File: config.mk
export PLATFORM = sky130hd
export DESIGN_NAME = bkv_ram
export DESIGN_NICKNAME = d
export VERILOG_FILES = /design/src/rtl/bkv_ram.sv
export SDC_FILE = /design/constraint.sdc
export NUM_CORES = 2
export LEC_CHECK = 0
export BUFFER_PORTS_ARGS = -buffer_cell sky130_fd_sc_hd__buf_4
export CORE_MARGIN = 5
export CORE_UTILIZATION = 55
export CTS_BUF_LIST = sky130_fd_sc_hd__clkbuf_16
export DETAILED_ROUTE_END_ITERATION = 8
export GPL_TIMING_DRIVEN = 1
export MAX_ROUTING_LAYER = met4
export PLACE_DENSITY = 0.71
export SLEW_MARGIN = 20
export SYNTH_ARGS = -nofsm -noshare
export SYNTH_HDL_FRONTEND = slang
export SYNTH_SLANG_ARGS = --single-unit
File: constraint.sdc
create_clock -name clk -period 6.25 [get_ports clk]
set_clock_uncertainty 0.1 [all_clocks]
set_input_delay 0.625 -clock clk [delete_from_list [all_inputs] [get_ports clk]]
set_output_delay 0.625 -clock clk [all_outputs]
set_load 0.02 [all_outputs]
File: src/rtl/bkv_ram.sv
// Generic single-write, single-read RAM with registered read data.
`timescale 1ns / 1ps

module bkv_ram #(
  parameter int WIDTH = 64,
  parameter int DEPTH = 64
) (
  input  logic                     clk,
  input  logic                     we,
  input  logic [$clog2(DEPTH)-1:0] waddr,
  input  logic [WIDTH-1:0]         wdata,
  input  logic [$clog2(DEPTH)-1:0] raddr,
  output logic [WIDTH-1:0]         rdata
);

  logic [WIDTH-1:0] mem [DEPTH];

  // Write port and registered read port
  always_ff @(posedge clk) begin
    if (we) begin
      mem[waddr] <= wdata;
    end
    rdata <= mem[raddr];
  end

endmodule

# After elaboration in Yosys (flattened, before gate mapping)
# Memories as Yosys holds them, arrays and structs flattened. A register that Yosys moved wholly into a read port is not among the register bits.
# Index checks and enable logic that the tools add are counted.
[totals]
memories = 1
regBits = 0
ramBits = 4096
latchBits = 0
rom_bits = 0
output_inout_bits = 64
[memory_table]
columns = ["name", "words", "width", "read_ports", "rd_ports_with_merged_regs", "wr", "line", "rtl"]
rows = [
  ["mem", 64, 64, 1, 1, 1, "16", "logic [WIDTH-1:0] mem [DEPTH];"],
]
[classes]
n_eq_ne = 0
bitwise = 0
muxes = 2
mul = 0
n_lt_le_gt_ge = 0
div_mod_pow = 0
add_sub_neg = 0
shifts = 0
n_reduce_logical = 0
[ops]
columns = ["op", "count"]
rows = [
  ["two-way mux 1 bit", 2],
]

# Depth between registers and ports, before layout
[depth]
ltp_word = 2
ltp_mapped = 9

# Worst setup path after synthesis
# OpenSTA, ideal clock, no wires.
[synth_path]
kind = "in2reg"
from = "input port waddr[3]"
to = "memory mem[48][0], enable pin"
required_ns = 5.586
setup_slack_ns = 0.089
cell_stages = 4
n_path_buf = 1
t_arrival_ns = 5.497
setup_time_ns = 0.564
cell_sequence = "clkbuf_1 -> nor2b_1 -> nand4b_1 -> nor3_1"
[synth_lines]
columns = ["item", "line", "rtl"]
rows = [
  ["from (decl)", "10", "input logic [$clog2(DEPTH)-1:0] waddr,"],
  ["to (decl)", "16", ""],
]
# Straight into the memory's write port.

==> run_results.csv <==
group,metric,value,unit
placement,pre_cts_ws,2.24,ns
floorplan,fp.dieW,543,µm
cells_and_area,syn2layout_area_growth,12.5,%
power_and_ir_drop,p_per_area,327,nW/µm²
cts,clk_pin_slew_worst_paths,0.06,ns
cts,clockBufferDepth,4,
synth,synthesis.nets,6676,
cells_and_area,fill_cells,18400,
cells_and_area,drive_above_1_share,27.6,%
grt,grt_pass1_wl,583000,µm
worst_hold_path,hold_depth,1,
sta,finalHoldViolations,0,
grt,track_usage,28.9,%
flow_run,maxCapViolCount,0,
cts,cts_inserted_buffers,396,
cts,cts_tree,"done",
floorplan,core,283000,µm²
synth,synthArstFlopShare,0,%
cells_and_area,final_util,62.3,%
route,first_pass_iters,5,
grt,grt_pass1_vias,76400,
synth,synth_top_cell_by_area,"edfxtp_1",
cts,cts-resized-gates,0,
route,routed-via-count,76100,
critical_path,cp.required,6.89,ns
sta,tightest_slew,1.22,ns
worst_hold_path,min_path_type,"in2reg",
grt,grt_max_degree,121,
cells_and_area,fin_nets,7035,
sta,slew_headroom,18.5,%
cts,hold_buffers,0,
sta,period_needed,3.04,ns
sta,fin_tns_setup,0,ns
route,ant_nets,0,
route,routed_wirelength,411000,µm
route,vias_per_cell,6.89,
synth,ys_seq_elements,4160,
synth,synth_top_area_share,78.7,%
critical_path,path_max_fanout,118,
floorplan,die_area,295000,µm²
sta,setup_slack,3.21,ns
cts,cts_root_buf,"clkbuf_16",
placement,portBuffers,141,
cts,post_cts.repair.setup_buffers,0,
synth,yosys_warnings,0,
floorplan,rows,195,
sta,holdWs,0.134,ns
route,drc_errors,0,
route,post_drt_wl_per_cell,37.2,µm
critical_path,critPathLaunchType,"primary input",
synth,syn-mean-instance-area,23.7,µm²
critical_path,ff2ff_path_depth,5,
placement,hpwlAfterDp,214000,µm
power_and_ir_drop,p_leak,55.0,nW
floorplan,initial_core_util,55.3,%
route,drt_first_iter_violations,11200,
sta,min_period_over_period,48.6,%
critical_path,rrSetupSlack,3.92,ns
cells_and_area,multiInputGateArea,30800,µm²
worst_hold_path,min_from,"wdata[49]",
synth,syn_area,156000,µm²
cells_and_area,regArea,124000,µm²
floorplan,io_pins,142,
synth,ys.flop_type,"edfxtp_1",
critical_path,cp-end-kind,"flop",
cts,clk_latency,0.93,ns
grt,grt.overflow.total,0,
placement,gp_congestion,0.802,
synth,ys_top_cells_by_count,"edfxtp_1 (4096), mux4_2 (1024), buf_2 (170), a22oi_1 (168), clkbuf_1 (140)",
cts,cts_max_level,5,
power_and_ir_drop,power,57.5,mW
sta,drv_slew,0,
synth,seq_area_frac_synth,79.5,%
synth,synth_edf_count,4096,
cts,clock-sinks,4160,
synth,synthCells,6598,
critical_path,rr_endpoint,"rdata[20]$_DFF_P_",
critical_path,cp.arrival,3.68,ns
synth,yosysMostFrequentCell,"edfxtp_1",
sta,rsz0062_at_grt,"false",
synth,synthDistinctLibCells,33,
floorplan,die_y,543,µm
critical_path,r2r_start,"mem[55][20]$_DFFE_PP_",
power_and_ir_drop,vdd_drop_max,0.000317,V
sta,setup_viol,0,
critical_path,setup.worst_path.class,"in2reg",
outcome,status,"finished, final reports clean",
sta,max_freq,0.329,GHz
synth,yosys-top-cells-area,"edfxtp_1 (79%), mux4_2 (15%), mux2i_1 (0.86%)",
worst_hold_path,hold_end,"mem[23][49]$_DFFE_PP_",
grt,antenna_found_initial,20,
[power by group]
| group | switching [mW] | internal [mW] |
|---|---|---|
| clock network | 10.2 | 13.5 |
| logic | 1.74 | 1.00 |
| registers | 0.160 | 30.9 |
| total | 12.1 | 45.4 |
[flip-flops by register name, summed over array words and instances (netlist names)]
| name | count |
|---|---|
| rdata | 64 |
| mem | 4096 |
[worst max-delay path: stages]
cell	delay, ns
buf_4	0.39
nor2b_4	0.51
buf_12	0.52
a22oi_1	0.29
and3_1	0.30
a211oi_1	0.60
[metal layers]
layer	part of all wire (%)	vias to the layer above	GRT usage (%)
li1	-	29200	-
met1	36	40700	40.2
met2	48	5396	44.0
met3	11	773	5.32
met4	4.0	0	9.91
met5	0	-	-
[how the worst max path moves through the flow]
stage / cells past startpoint / slack, ns / end / startpoint
4_1_cts: 7 / 3.24 / rdata[20]$_DFF_P_ / raddr[0]
6_report: 6 / 3.21 / rdata[22]$_DFF_P_ / raddr[3]
2_1_floorplan: 4 / 0.09 / mem[48][0]$_DFFE_PP_ / waddr[3]
3_5_place_dp: 8 / 2.24 / rdata[38]$_DFF_P_ / raddr[0]
5_1_grt: 8 / 3.07 / rdata[38]$_DFF_P_ / raddr[0]
3_3_place_gp: 8 / 2.23 / rdata[38]$_DFF_P_ / raddr[0]
[area by class of cell]
type	count	area share, %
Antenna cell	19	0.0270
Clock buffer	402	5.72
Clock inverter	324	1.54
Inverter	19	0.0405
Multi-Input combinational cell	2049	17.5
Sequential cell	4160	70.6
Tap cell	3743	2.66
Timing Repair Buffer	331	1.88
[kinds of logic (layout without fill, tap and decap cells)]
group / after synthesis / count (layout) / share of synthesized area (%)
other: 0 / 19 / 0
AOI/OAI and AO/OA: 504 / 504 / 2.48
and+or+nand+nor: 386 / 386 / 1.24
muxes: 1159 / 1159 / 15.6
buffers and inverters: 389 / 1076 / 1.18
DFF: 4160 / 4160 / 79.5
[per-stage QoR]
stage,cells,instance area (µm²)
5_1_grt,11000,176000
4_1_cts,11000,176000
3_5_place_dp,10300,163000
6_report,11000,176000
3_3_place_gp,10300,163000
2_1_floorplan,6598,156000
[placed cells by master, fill, tap and decap left out, types with 63 or more instances in the layout]
cell	n
a211oi_1	63
a22o_1	88
a22oi_1	168
and3_1	64
buf_4	265
clkbuf_16	402
clkinv_1	91
clkinv_2	73
dfxtp_1	64
edfxtp_1	4096
inv_1	102
mux2i_1	135
mux4_2	1024
nor2_4	65
o22ai_1	83
No activity file was read; power rests on OpenSTA's default activity.
