--- src/rtl/bkv_pkg.sv ---
// Shared types and constants of the binned key-value table.
`timescale 1ns / 1ps

package bkv_pkg;

  // Width of keys and values on the ports and in the store
  localparam int DATA_W = 32;

  // Operation codes carried by a request transaction
  typedef enum logic [1:0] {
    OP_WRITE   = 2'd0,
    OP_READ    = 2'd1,
    OP_ERASE   = 2'd2,
    OP_HAS_KEY = 2'd3
  } op_t;

  // Sequencer states
  typedef enum logic [2:0] {
    ST_IDLE,
    ST_SEARCH,
    ST_ACT,
    ST_ERASE_RD,
    ST_ERASE_WR,
    ST_RESULT
  } state_t;

  // Status flags of one finished operation
  typedef struct packed {
    logic found;
    logic table_full;
  } res_flags_t;

endpackage

--- src/rtl/bkv_ctrl.sv ---
// Sequencer, shared key comparator and fill counters of the key-value table.
`timescale 1ns / 1ps

module bkv_ctrl #(
  parameter int NUM_BINS      = 8,
  parameter int BIN_SLOTS     = 4,
  parameter int TABLE_ENTRIES = 64
) (
  input  logic                  clk,
  input  logic                  rst,
  input  logic                  start,
  input  bkv_pkg::op_t          op,
  input  logic [bkv_pkg::DATA_W-1:0] key,
  input  logic [bkv_pkg::DATA_W-1:0] val,
  input  logic                  out_free,
  output logic                  idle,
  output logic                  done,
  output bkv_pkg::res_flags_t   flags,
  output logic [bkv_pkg::DATA_W-1:0] rd_val,
  output logic [$clog2(NUM_BINS*BIN_SLOTS+TABLE_ENTRIES/2+1)-1:0] count,
  output logic                  ram_we,
  output logic [$clog2(NUM_BINS*BIN_SLOTS+TABLE_ENTRIES/2)-1:0] ram_waddr,
  output logic [2*bkv_pkg::DATA_W-1:0] ram_wdata,
  output logic [$clog2(NUM_BINS*BIN_SLOTS+TABLE_ENTRIES/2)-1:0] ram_raddr,
  input  logic [2*bkv_pkg::DATA_W-1:0] ram_rdata
);

  import bkv_pkg::*;

  localparam int OVF_SLOTS = TABLE_ENTRIES / 2;
  localparam int BIN_AREA  = NUM_BINS * BIN_SLOTS;
  localparam int DEPTH     = BIN_AREA + OVF_SLOTS;
  localparam int AW        = $clog2(DEPTH);
  localparam int CNT_W     = $clog2(DEPTH + 1);
  localparam int BB        = $clog2(NUM_BINS);
  localparam int BF_W      = $clog2(BIN_SLOTS + 1);
  localparam int OF_W      = $clog2(OVF_SLOTS + 1);
  localparam int MAXS      = (BIN_SLOTS > OVF_SLOTS) ? BIN_SLOTS : OVF_SLOTS;
  localparam int IW        = $clog2(MAXS + 1);

  state_t state, state_next;

  logic [BF_W-1:0]   bin_fill [NUM_BINS];
  logic [OF_W-1:0]   ovf_fill;
  logic              phase;          // 0 scanning the bin, 1 scanning overflow
  logic [IW-1:0]     idx;
  logic              pend;           // a read is in flight to the comparator
  logic              pend_phase;
  logic [IW-1:0]     pend_idx;
  logic              hit;
  logic              hit_phase;
  logic [IW-1:0]     hit_idx;
  logic [DATA_W-1:0] hit_val;
  logic              full;

  logic [BB-1:0]     bin;
  logic [BF_W-1:0]   cur_fill;
  logic [AW-1:0]     bbase;
  logic [IW-1:0]     limit;
  logic              issue;
  logic              hit_now;
  logic [AW-1:0]     hit_addr;
  logic              bin_has_room;
  logic              ovf_has_room;

  // Bin select and address arithmetic
  assign bin          = key[BB-1:0];
  assign cur_fill     = bin_fill[bin];
  assign bbase        = AW'(bin) * AW'(BIN_SLOTS);
  assign limit        = phase ? IW'(ovf_fill) : IW'(cur_fill);
  assign issue        = (state == ST_SEARCH) && (idx < limit);
  assign hit_now      = pend && (ram_rdata[2*DATA_W-1:DATA_W] == key);
  assign hit_addr     = hit_phase ? (AW'(BIN_AREA) + AW'(hit_idx)) : (bbase + AW'(hit_idx));
  assign bin_has_room = cur_fill < BF_W'(BIN_SLOTS);
  assign ovf_has_room = ovf_fill < OF_W'(OVF_SLOTS);

  assign idle  = (state == ST_IDLE);
  assign flags = '{found: hit, table_full: full};

  // State register
  always_ff @(posedge clk) begin
    if (rst) begin
      state <= ST_IDLE;
    end else begin
      state <= state_next;
    end
  end

  // Next state, RAM port control and done strobe
  always_comb begin
    state_next = state;
    ram_we     = 1'b0;
    ram_waddr  = hit_addr;
    ram_wdata  = {key, val};
    ram_raddr  = phase ? (AW'(BIN_AREA) + AW'(idx)) : (bbase + AW'(idx));
    done       = 1'b0;
    case (state)
      ST_IDLE: begin
        if (start) begin
          state_next = ST_SEARCH;
        end
      end
      ST_SEARCH: begin
        if (hit_now) begin
          state_next = ST_ACT;
        end else if (!issue && phase && !pend) begin
          state_next = ST_ACT;
        end
      end
      ST_ACT: begin
        state_next = ST_RESULT;
        case (op)
          OP_WRITE: begin
            if (hit) begin
              ram_we = 1'b1;
            end else if (bin_has_room) begin
              ram_we    = 1'b1;
              ram_waddr = bbase + AW'(cur_fill);
            end else if (ovf_has_room) begin
              ram_we    = 1'b1;
              ram_waddr = AW'(BIN_AREA) + AW'(ovf_fill);
            end
          end
          OP_ERASE: begin
            if (hit) begin
              state_next = ST_ERASE_RD;
            end
          end
          default: begin
          end
        endcase
      end
      ST_ERASE_RD: begin
        // Fetch the last entry of the area that held the key
        ram_raddr  = hit_phase ? (AW'(BIN_AREA) + AW'(ovf_fill) - AW'(1))
                               : (bbase + AW'(cur_fill) - AW'(1));
        state_next = ST_ERASE_WR;
      end
      ST_ERASE_WR: begin
        // Move it into the hole
        ram_we     = 1'b1;
        ram_wdata  = ram_rdata;
        state_next = ST_RESULT;
      end
      ST_RESULT: begin
        if (out_free) begin
          done       = 1'b1;
          state_next = ST_IDLE;
        end
      end
      default: begin
        state_next = ST_IDLE;
      end
    endcase
  end

  // Search pipeline, hit capture, fill counters and key count
  always_ff @(posedge clk) begin
    if (rst) begin
      phase <= 1'b0;
      idx   <= '0;
      pend  <= 1'b0;
      hit   <= 1'b0;
      full  <= 1'b0;
      ovf_fill <= '0;
      count <= '0;
      for (int i = 0; i < NUM_BINS; i++) begin
        bin_fill[i] <= '0;
      end
    end else begin
      case (state)
        ST_IDLE: begin
          if (start) begin
            phase  <= 1'b0;
            idx    <= '0;
            pend   <= 1'b0;
            hit    <= 1'b0;
            full   <= 1'b0;
            rd_val <= '1;
          end
        end
        ST_SEARCH: begin
          pend       <= issue && !hit_now;
          pend_phase <= phase;
          pend_idx   <= idx;
          if (hit_now) begin
            hit       <= 1'b1;
            hit_phase <= pend_phase;
            hit_idx   <= pend_idx;
            hit_val   <= ram_rdata[DATA_W-1:0];
          end else if (issue) begin
            idx <= idx + IW'(1);
          end else if (!phase) begin
            phase <= 1'b1;
            idx   <= '0;
          end
        end
        ST_ACT: begin
          case (op)
            OP_WRITE: begin
              if (!hit) begin
                if (bin_has_room) begin
                  bin_fill[bin] <= cur_fill + BF_W'(1);
                  count         <= count + CNT_W'(1);
                end else if (ovf_has_room) begin
                  ovf_fill <= ovf_fill + OF_W'(1);
                  count    <= count + CNT_W'(1);
                end else begin
                  full <= 1'b1;
                end
              end
            end
            OP_READ: begin
              if (hit) begin
                rd_val <= hit_val;
              end
            end
            default: begin
            end
          endcase
        end
        ST_ERASE_WR: begin
          if (hit_phase) begin
            ovf_fill <= ovf_fill - OF_W'(1);
          end else begin
            bin_fill[bin] <= cur_fill - BF_W'(1);
          end
          count <= count - CNT_W'(1);
        end
        default: begin
        end
      endcase
    end
  end

endmodule

--- config.mk ---
export PLATFORM = sky130hd
export DESIGN_NAME = bkv_ctrl
export DESIGN_NICKNAME = d
export VERILOG_FILES = /design/src/rtl/bkv_pkg.sv /design/src/rtl/bkv_ctrl.sv
export SDC_FILE = /design/constraint.sdc
export NUM_CORES = 1
export LEC_CHECK = 0
export BUFFER_PORTS_ARGS = -buffer_cell sky130_fd_sc_hd__buf_4
export CAP_MARGIN = 10
export CELL_PAD_IN_SITES_DETAIL_PLACEMENT = 0
export CELL_PAD_IN_SITES_GLOBAL_PLACEMENT = 1
export CORE_MARGIN = 1.5
export CORE_UTILIZATION = 34
export CTS_CLUSTER_SIZE = 25
export DETAILED_ROUTE_END_ITERATION = 16
export PLACE_DENSITY_LB_ADDON = 0.12
export SLEW_MARGIN = 40
export SYNTH_ARGS = -nofsm -noshare
export SYNTH_HDL_FRONTEND = slang
export SYNTH_SLANG_ARGS = --single-unit
--- constraint.sdc ---
create_clock -name clk -period 5.8 [get_ports clk]
set_input_delay 1.74 -clock clk [delete_from_list [all_inputs] [get_ports clk]]
set_output_delay 1.74 -clock clk [all_outputs]
set_load 0.05 [all_outputs]
# After elaboration in Yosys (flattened, before gate mapping)
# Memory sizes are Yosys's and may differ from the RTL's.
# Index checks and enable logic that the tools add are counted.
classes:
  add_sub_neg: 15
  n_mul: 0
  div_mod_pow: 0
  order_cmp: 3
  n_eq_ne: 24
  shifts: 0
  n_mux: 73
  n_bitwise: 2
  reduce_logical: 25
ops:
  columns: ["operator", "n"]
  rows:
  - ["$mux 6", 19]
  - ["$mux 32", 3]
  - ["$mux 64", 1]
  - ["$pmux 32 s2", 1]
  - ["$eq 32x32->1", 1]
  - ["$mux 7", 4]
  - ["$mux 1", 27]
  - ["$mux 3", 9]
  - ["$ne 2x2->1 const B", 12]
  - ["$pmux 6 s2", 2]
  - ["$add 6x6->6 const A", 3]
  - ["$pmux 3 s6", 1]
  - ["$sub 6x1->6 const B", 3]
  - ["$pmux 7 s2", 1]
  - ["$add 5x6->6", 2]
  - ["$add 6x1->6 const B", 2]
  - ["$reduce_and 4->1", 3]
  - ["$reduce_and 6->1", 2]
  - ["$pmux 1 s2", 5]
  - ["$reduce_and 3->1", 3]
  - ["$add 7x1->7 const B", 1]
  - ["$sub 7x1->7 const B", 1]
  - ["$add 5x3->6", 1]
  - ["$eq 3x2->1 const B", 2]
  - ["22 further kinds", 33]
totals:
  ff_bits: 104
  latchBits: 0
  mem_bits_rw: 24
  romBits: 0
  n_memories: 1
memory_table:
  columns: ["name", "depth", "width", "read_ports", "rd_ports_with_merged_regs", "write_ports", "line_no", "rtl"]
  rows:
  - ["bin_fill", 8, 3, 1, 0, 8, "bkv_ctrl.sv:43", "logic [BF_W-1:0] bin_fill [NUM_BINS];"]

# Depth between registers and ports, before layout
# An unclocked memory read counts as a cell.
depth:
  word_depth: 11
  ltp_mapped: 13
  mapped_depth_nobuf: 12

# Worst setup path after synthesis
# OpenSTA, ideal clock, no wires.
synth_path:
  kind: "input port to output port"
  from: "input port key[2] (netlist bit)"
  to: "output port ram_raddr[3]"
  t_arrival_ns: 4.571
  t_required_ns: 4.060
  slack_ns: -0.511
  stages: 9
  n_path_buf: 2
  cell_sequence: "buf_2 -> mux4_2 -> mux2_2 -> clkbuf_1 -> ha_1 -> mux2i_1 -> nand3_1 -> xnor2_1 -> o21ai_0"
synth_between:
  elab_chain_cells: 5
synth_rtl:
  columns: ["item", "line_no", "rtl"]
  rows:
  - ["from (decl)", "bkv_ctrl.sv:13", "input logic [bkv_pkg::DATA_W-1:0] key,"]
  - ["$mem_v2 8x3", null, null]
  - ["$add 5x3->6", "bkv_ctrl.sv:136", ": (bbase + AW'(cur_fill) - AW'(1));"]
  - ["$sub 6x1->6", "bkv_ctrl.sv:136", null]
  - ["$mux 6", "bkv_ctrl.sv:135", "ram_raddr = hit_phase ? (AW'(BIN_AREA) + AW'(ovf_fill) - AW'(1))"]
  - ["$mux 6", "bkv_ctrl.sv:97", "case (state)"]
  - ["to (decl)", "bkv_ctrl.sv:24", "output logic [$clog2(NUM_BINS*BIN_SLOTS+TABLE_ENTRIES/2)-1:0] ram_raddr,"]
# Every way passes these cells.

# Final worst setup path
layout_path:
  from: "input port key[0] (netlist bit)"
  to: "output port ram_raddr[5]"
layout_between:
  elab_chain_cells: 5
  elab_cells_between_ends: 7
  cone_classes: "add/sub: 3; mux: 3; memory: 1"
layout_rtl:
  columns: ["item", "line_no"]
  rows:
  - ["$mem_v2 8x3", null]
  - ["$add 5x3->6", "bkv_ctrl.sv:136"]
  - ["$sub 6x1->6", "bkv_ctrl.sv:136"]
  - ["$mux 6", "bkv_ctrl.sv:135"]
  - ["$mux 6 *", "bkv_ctrl.sv:97"]
# Every way passes the cells marked *; elsewhere a longest branch is shown, timed or not.

==> results.sh <==
export IMPL_core_area_um2=21200
export IMPL_viasPerCell=4.80
export IMPL_yosys_warnings=0
export IMPL_synth_edff_count=102
export IMPL_fin_skew_ps=12.4
export IMPL_place_inst=1289
export IMPL_syn_to_final_growth_pct=39.6
export IMPL_final_antenna_net_count=0
export IMPL_end_kind="output pin"
export IMPL_io_buffer_count=253
export IMPL_drv_cap=0
export IMPL_root_buffer="clkbuf_16"
export IMPL_fin_util_pct=48.8
export IMPL_multiInputGateArea_um2=3670
export IMPL_grt_pass1_vias=5865
export IMPL_clkSinkCount=128
export IMPL_ff_latch_area_um2=3580
export IMPL_first_iter_violations=297
export IMPL_setup_viol_count_final=0
export IMPL_synth_most_common_cell="nand2_1"
export IMPL_final_min_clock_period_ps=5720
export IMPL_path_max_fanout=4
export IMPL_clock_fmax_ghz=0.175
export IMPL_status="finished, final reports clean"
export IMPL_synth_cell_types=61
export IMPL_worst_pin_slew_ps=805
export IMPL_crit_type="input port to output pin"
export IMPL_cp_data_arrival_time_ps=3980
export IMPL_nets=1200
export IMPL_yosysTopAreaCell="edfxtp_1"
export IMPL_synth_area_top_cells="edfxtp_1, nand2_1, dfxtp_1, ha_1, xor2_1"
export IMPL_grtUsageTotal_pct=19.5
export IMPL_synth_seq_cells=128
export IMPL_fin_crit_sh_pct=98.7
export IMPL_p_leak_nw=4.40
export IMPL_antennaDiodeCount=0
export IMPL_holdBufCountCts=0
export IMPL_start_util_pct=35.0
export IMPL_routed_wirelength_um=22500
export IMPL_clockBufferDepth=2
export IMPL_layout_drive_gt1_share_pct=35.7
export IMPL_fp_row_count=53
export IMPL_ir_worst_vdd_v=0.000220
export IMPL_syn_avg_cell_area_um2=9.45
export IMPL_yosys_area_top_type_share_pct=41.3
export IMPL_drcViolationCount=0
export IMPL_synth_async_reset_ratio_pct=0
export IMPL_syn_nets=948
export IMPL_critPathRequiredTime_ps=4060
export IMPL_cellPowerDensity_nw_per_um2=269
export IMPL_htreeDepth=4
export IMPL_post_drt_wl_per_cell_um=17.0
export IMPL_place_congestion=0.802
export IMPL_relSlewSlack_pct=46.3
export IMPL_dieWidth_um=151
export IMPL_dieHeight_um=151
export IMPL_dpl_cell_area_um2=9660
export IMPL_ys_flop_type="edfxtp_1"
export IMPL_finalHoldViolations=0
export IMPL_holdWs_ps=428
export IMPL_grt_ovfl_total=0
export IMPL_power_mw=2.79
export IMPL_grt_max_degree=73
export IMPL_numCtsBuffers=17
export IMPL_clk_pin_slew_worst_paths_ps=60
export IMPL_syn_instance_count=785
export IMPL_antenna_found_initial=0
export IMPL_ys_seq_area_share_pct=48.3
export IMPL_cts_tree="done"
export IMPL_cp_start_kind="input port"
export IMPL_synthTopCellsByCount="nand2_1, edfxtp_1, nor2_1"
export IMPL_rsz0062_at_grt="yes"
export IMPL_hpwl_um=17000
export IMPL_fillers=2067
export IMPL_pin_count=254
export IMPL_die_area_um2=22700
export IMPL_drt_pass1_iterations=4
export IMPL_hold_class="register to register"
export IMPL_num_vias=6357
export IMPL_design_area_um2=10400
export IMPL_slew_viol_final=0
export IMPL_grt_pass1_wl_um=33400
export IMPL_layoutNonFillerInstCount=1324
export IMPL_clock_latency_ps=410
export IMPL_synthesis_area_um2=7420
routing by layer:
| layer | global-route usage (%) | part of all wire [%] | vias to the layer above |
|---|---|---|---|
| li1 | - | - | 3223 |
| met1 | 26.5 | 44 | 2949 |
| met2 | 31.8 | 49 | 168 |
| met3 | 3.48 | 5.5 | 17 |
| met4 | 5.24 | 1.5 | 0 |
| met5 | 0 | 0 | - |
layout make-up:
cell class                 instances  area share (%)
clock inverter                    13            1.46
sequential                       128            34.6
timing repair buffer             275            20.2
inverter                          23           0.845
tap                              275            3.32
multi-input combinational        592            35.4
clock buffer                      18            4.14
cell families after synthesis:
family,count (synthesis),share of synthesized area (%)
flops,128,48.3
fa+ha+maj,29,5.40
simple gates,390,23.5
mux,26,4.59
buf+inv,65,3.69
xor+xnor,52,6.14
compound gates,95,8.41
flip-flops by register name (all words and copies together), names as in the netlist:
signal,cells
pend_idx,6
idx,6
hit_idx,6
bin_fill,24
pend,1
count,7
pend_phase,1
hit_phase,1
full,1
phase,1
ovf_fill,6
rd_val,32
state,3
hit_val,32
hit,1
layout by cell type (no fill, tap or decap), types with 5 or more instances in the layout:
master and count:
buf_4 270, nand2_1 227, edfxtp_1 102, nor2_1 50, or2_2 35, xor2_1 32, dfxtp_1 26, inv_1 21
a21oi_1 21, ha_1 21, xnor2_1 17, o21ai_0 17, clkbuf_16 17, mux2i_1 15, nor4_1 12, nand3_1 12
a211oi_1 12, nor3_1 11, a21o_1 7, nand4_1 6, o31ai_1 6, mux4_2 6, nand2b_1 5, o22ai_1 5
fa_1 5, inv_6 5
report_power, final:
| part | total, mW | leakage, nW | switching, mW | internal (mW) |
|---|---|---|---|---|
| sequential | 1.03 | 1.09 | 0.0189 | 1.01 |
| combinational | 0.690 | 3.03 | 0.440 | 0.250 |
| clock | 1.07 | 0.288 | 0.426 | 0.641 |
per-stage QoR:
step	worst slack [ps]	TNS [ps]
after floorplan	-61.5	-61.5
after global placement	-0.465	-0.465
after detailed placement	-33.9	-40.7
after CTS	-8.66	-8.66
after global routing	-29.4	-45.8
final	75.4	0
worst max-delay path, cell delays in order:
cell     delay [ps]
buf_8            80
mux4_2          480
mux2_4          310
ha_4            180
ha_4            160
xor2_2          140
o31ai_1         240
nand4_1         170
xor2_2          190
o21ai_4         130
buf_6           170
what timing repair did:
action | in CTS | in global routing
setup buffers | 0 | 4
resized for setup | 2 | 16
setup endpoints to repair | 2 | 2
hold endpoints to repair | 0 | 0
pin swaps | 0 | 6
final timing paths:
path,to,from,depth (start not counted),slack (ps)
setup / recovery,ram_raddr[5],key[0],11,80
hold / removal,hit_phase,pend_phase,0,430
setup reg to reg,ovf_fill[5],state[0],10,1860
hold reg to reg,hit_phase,pend_phase,0,430
Note: power is estimated with default switching activity, not from simulation.
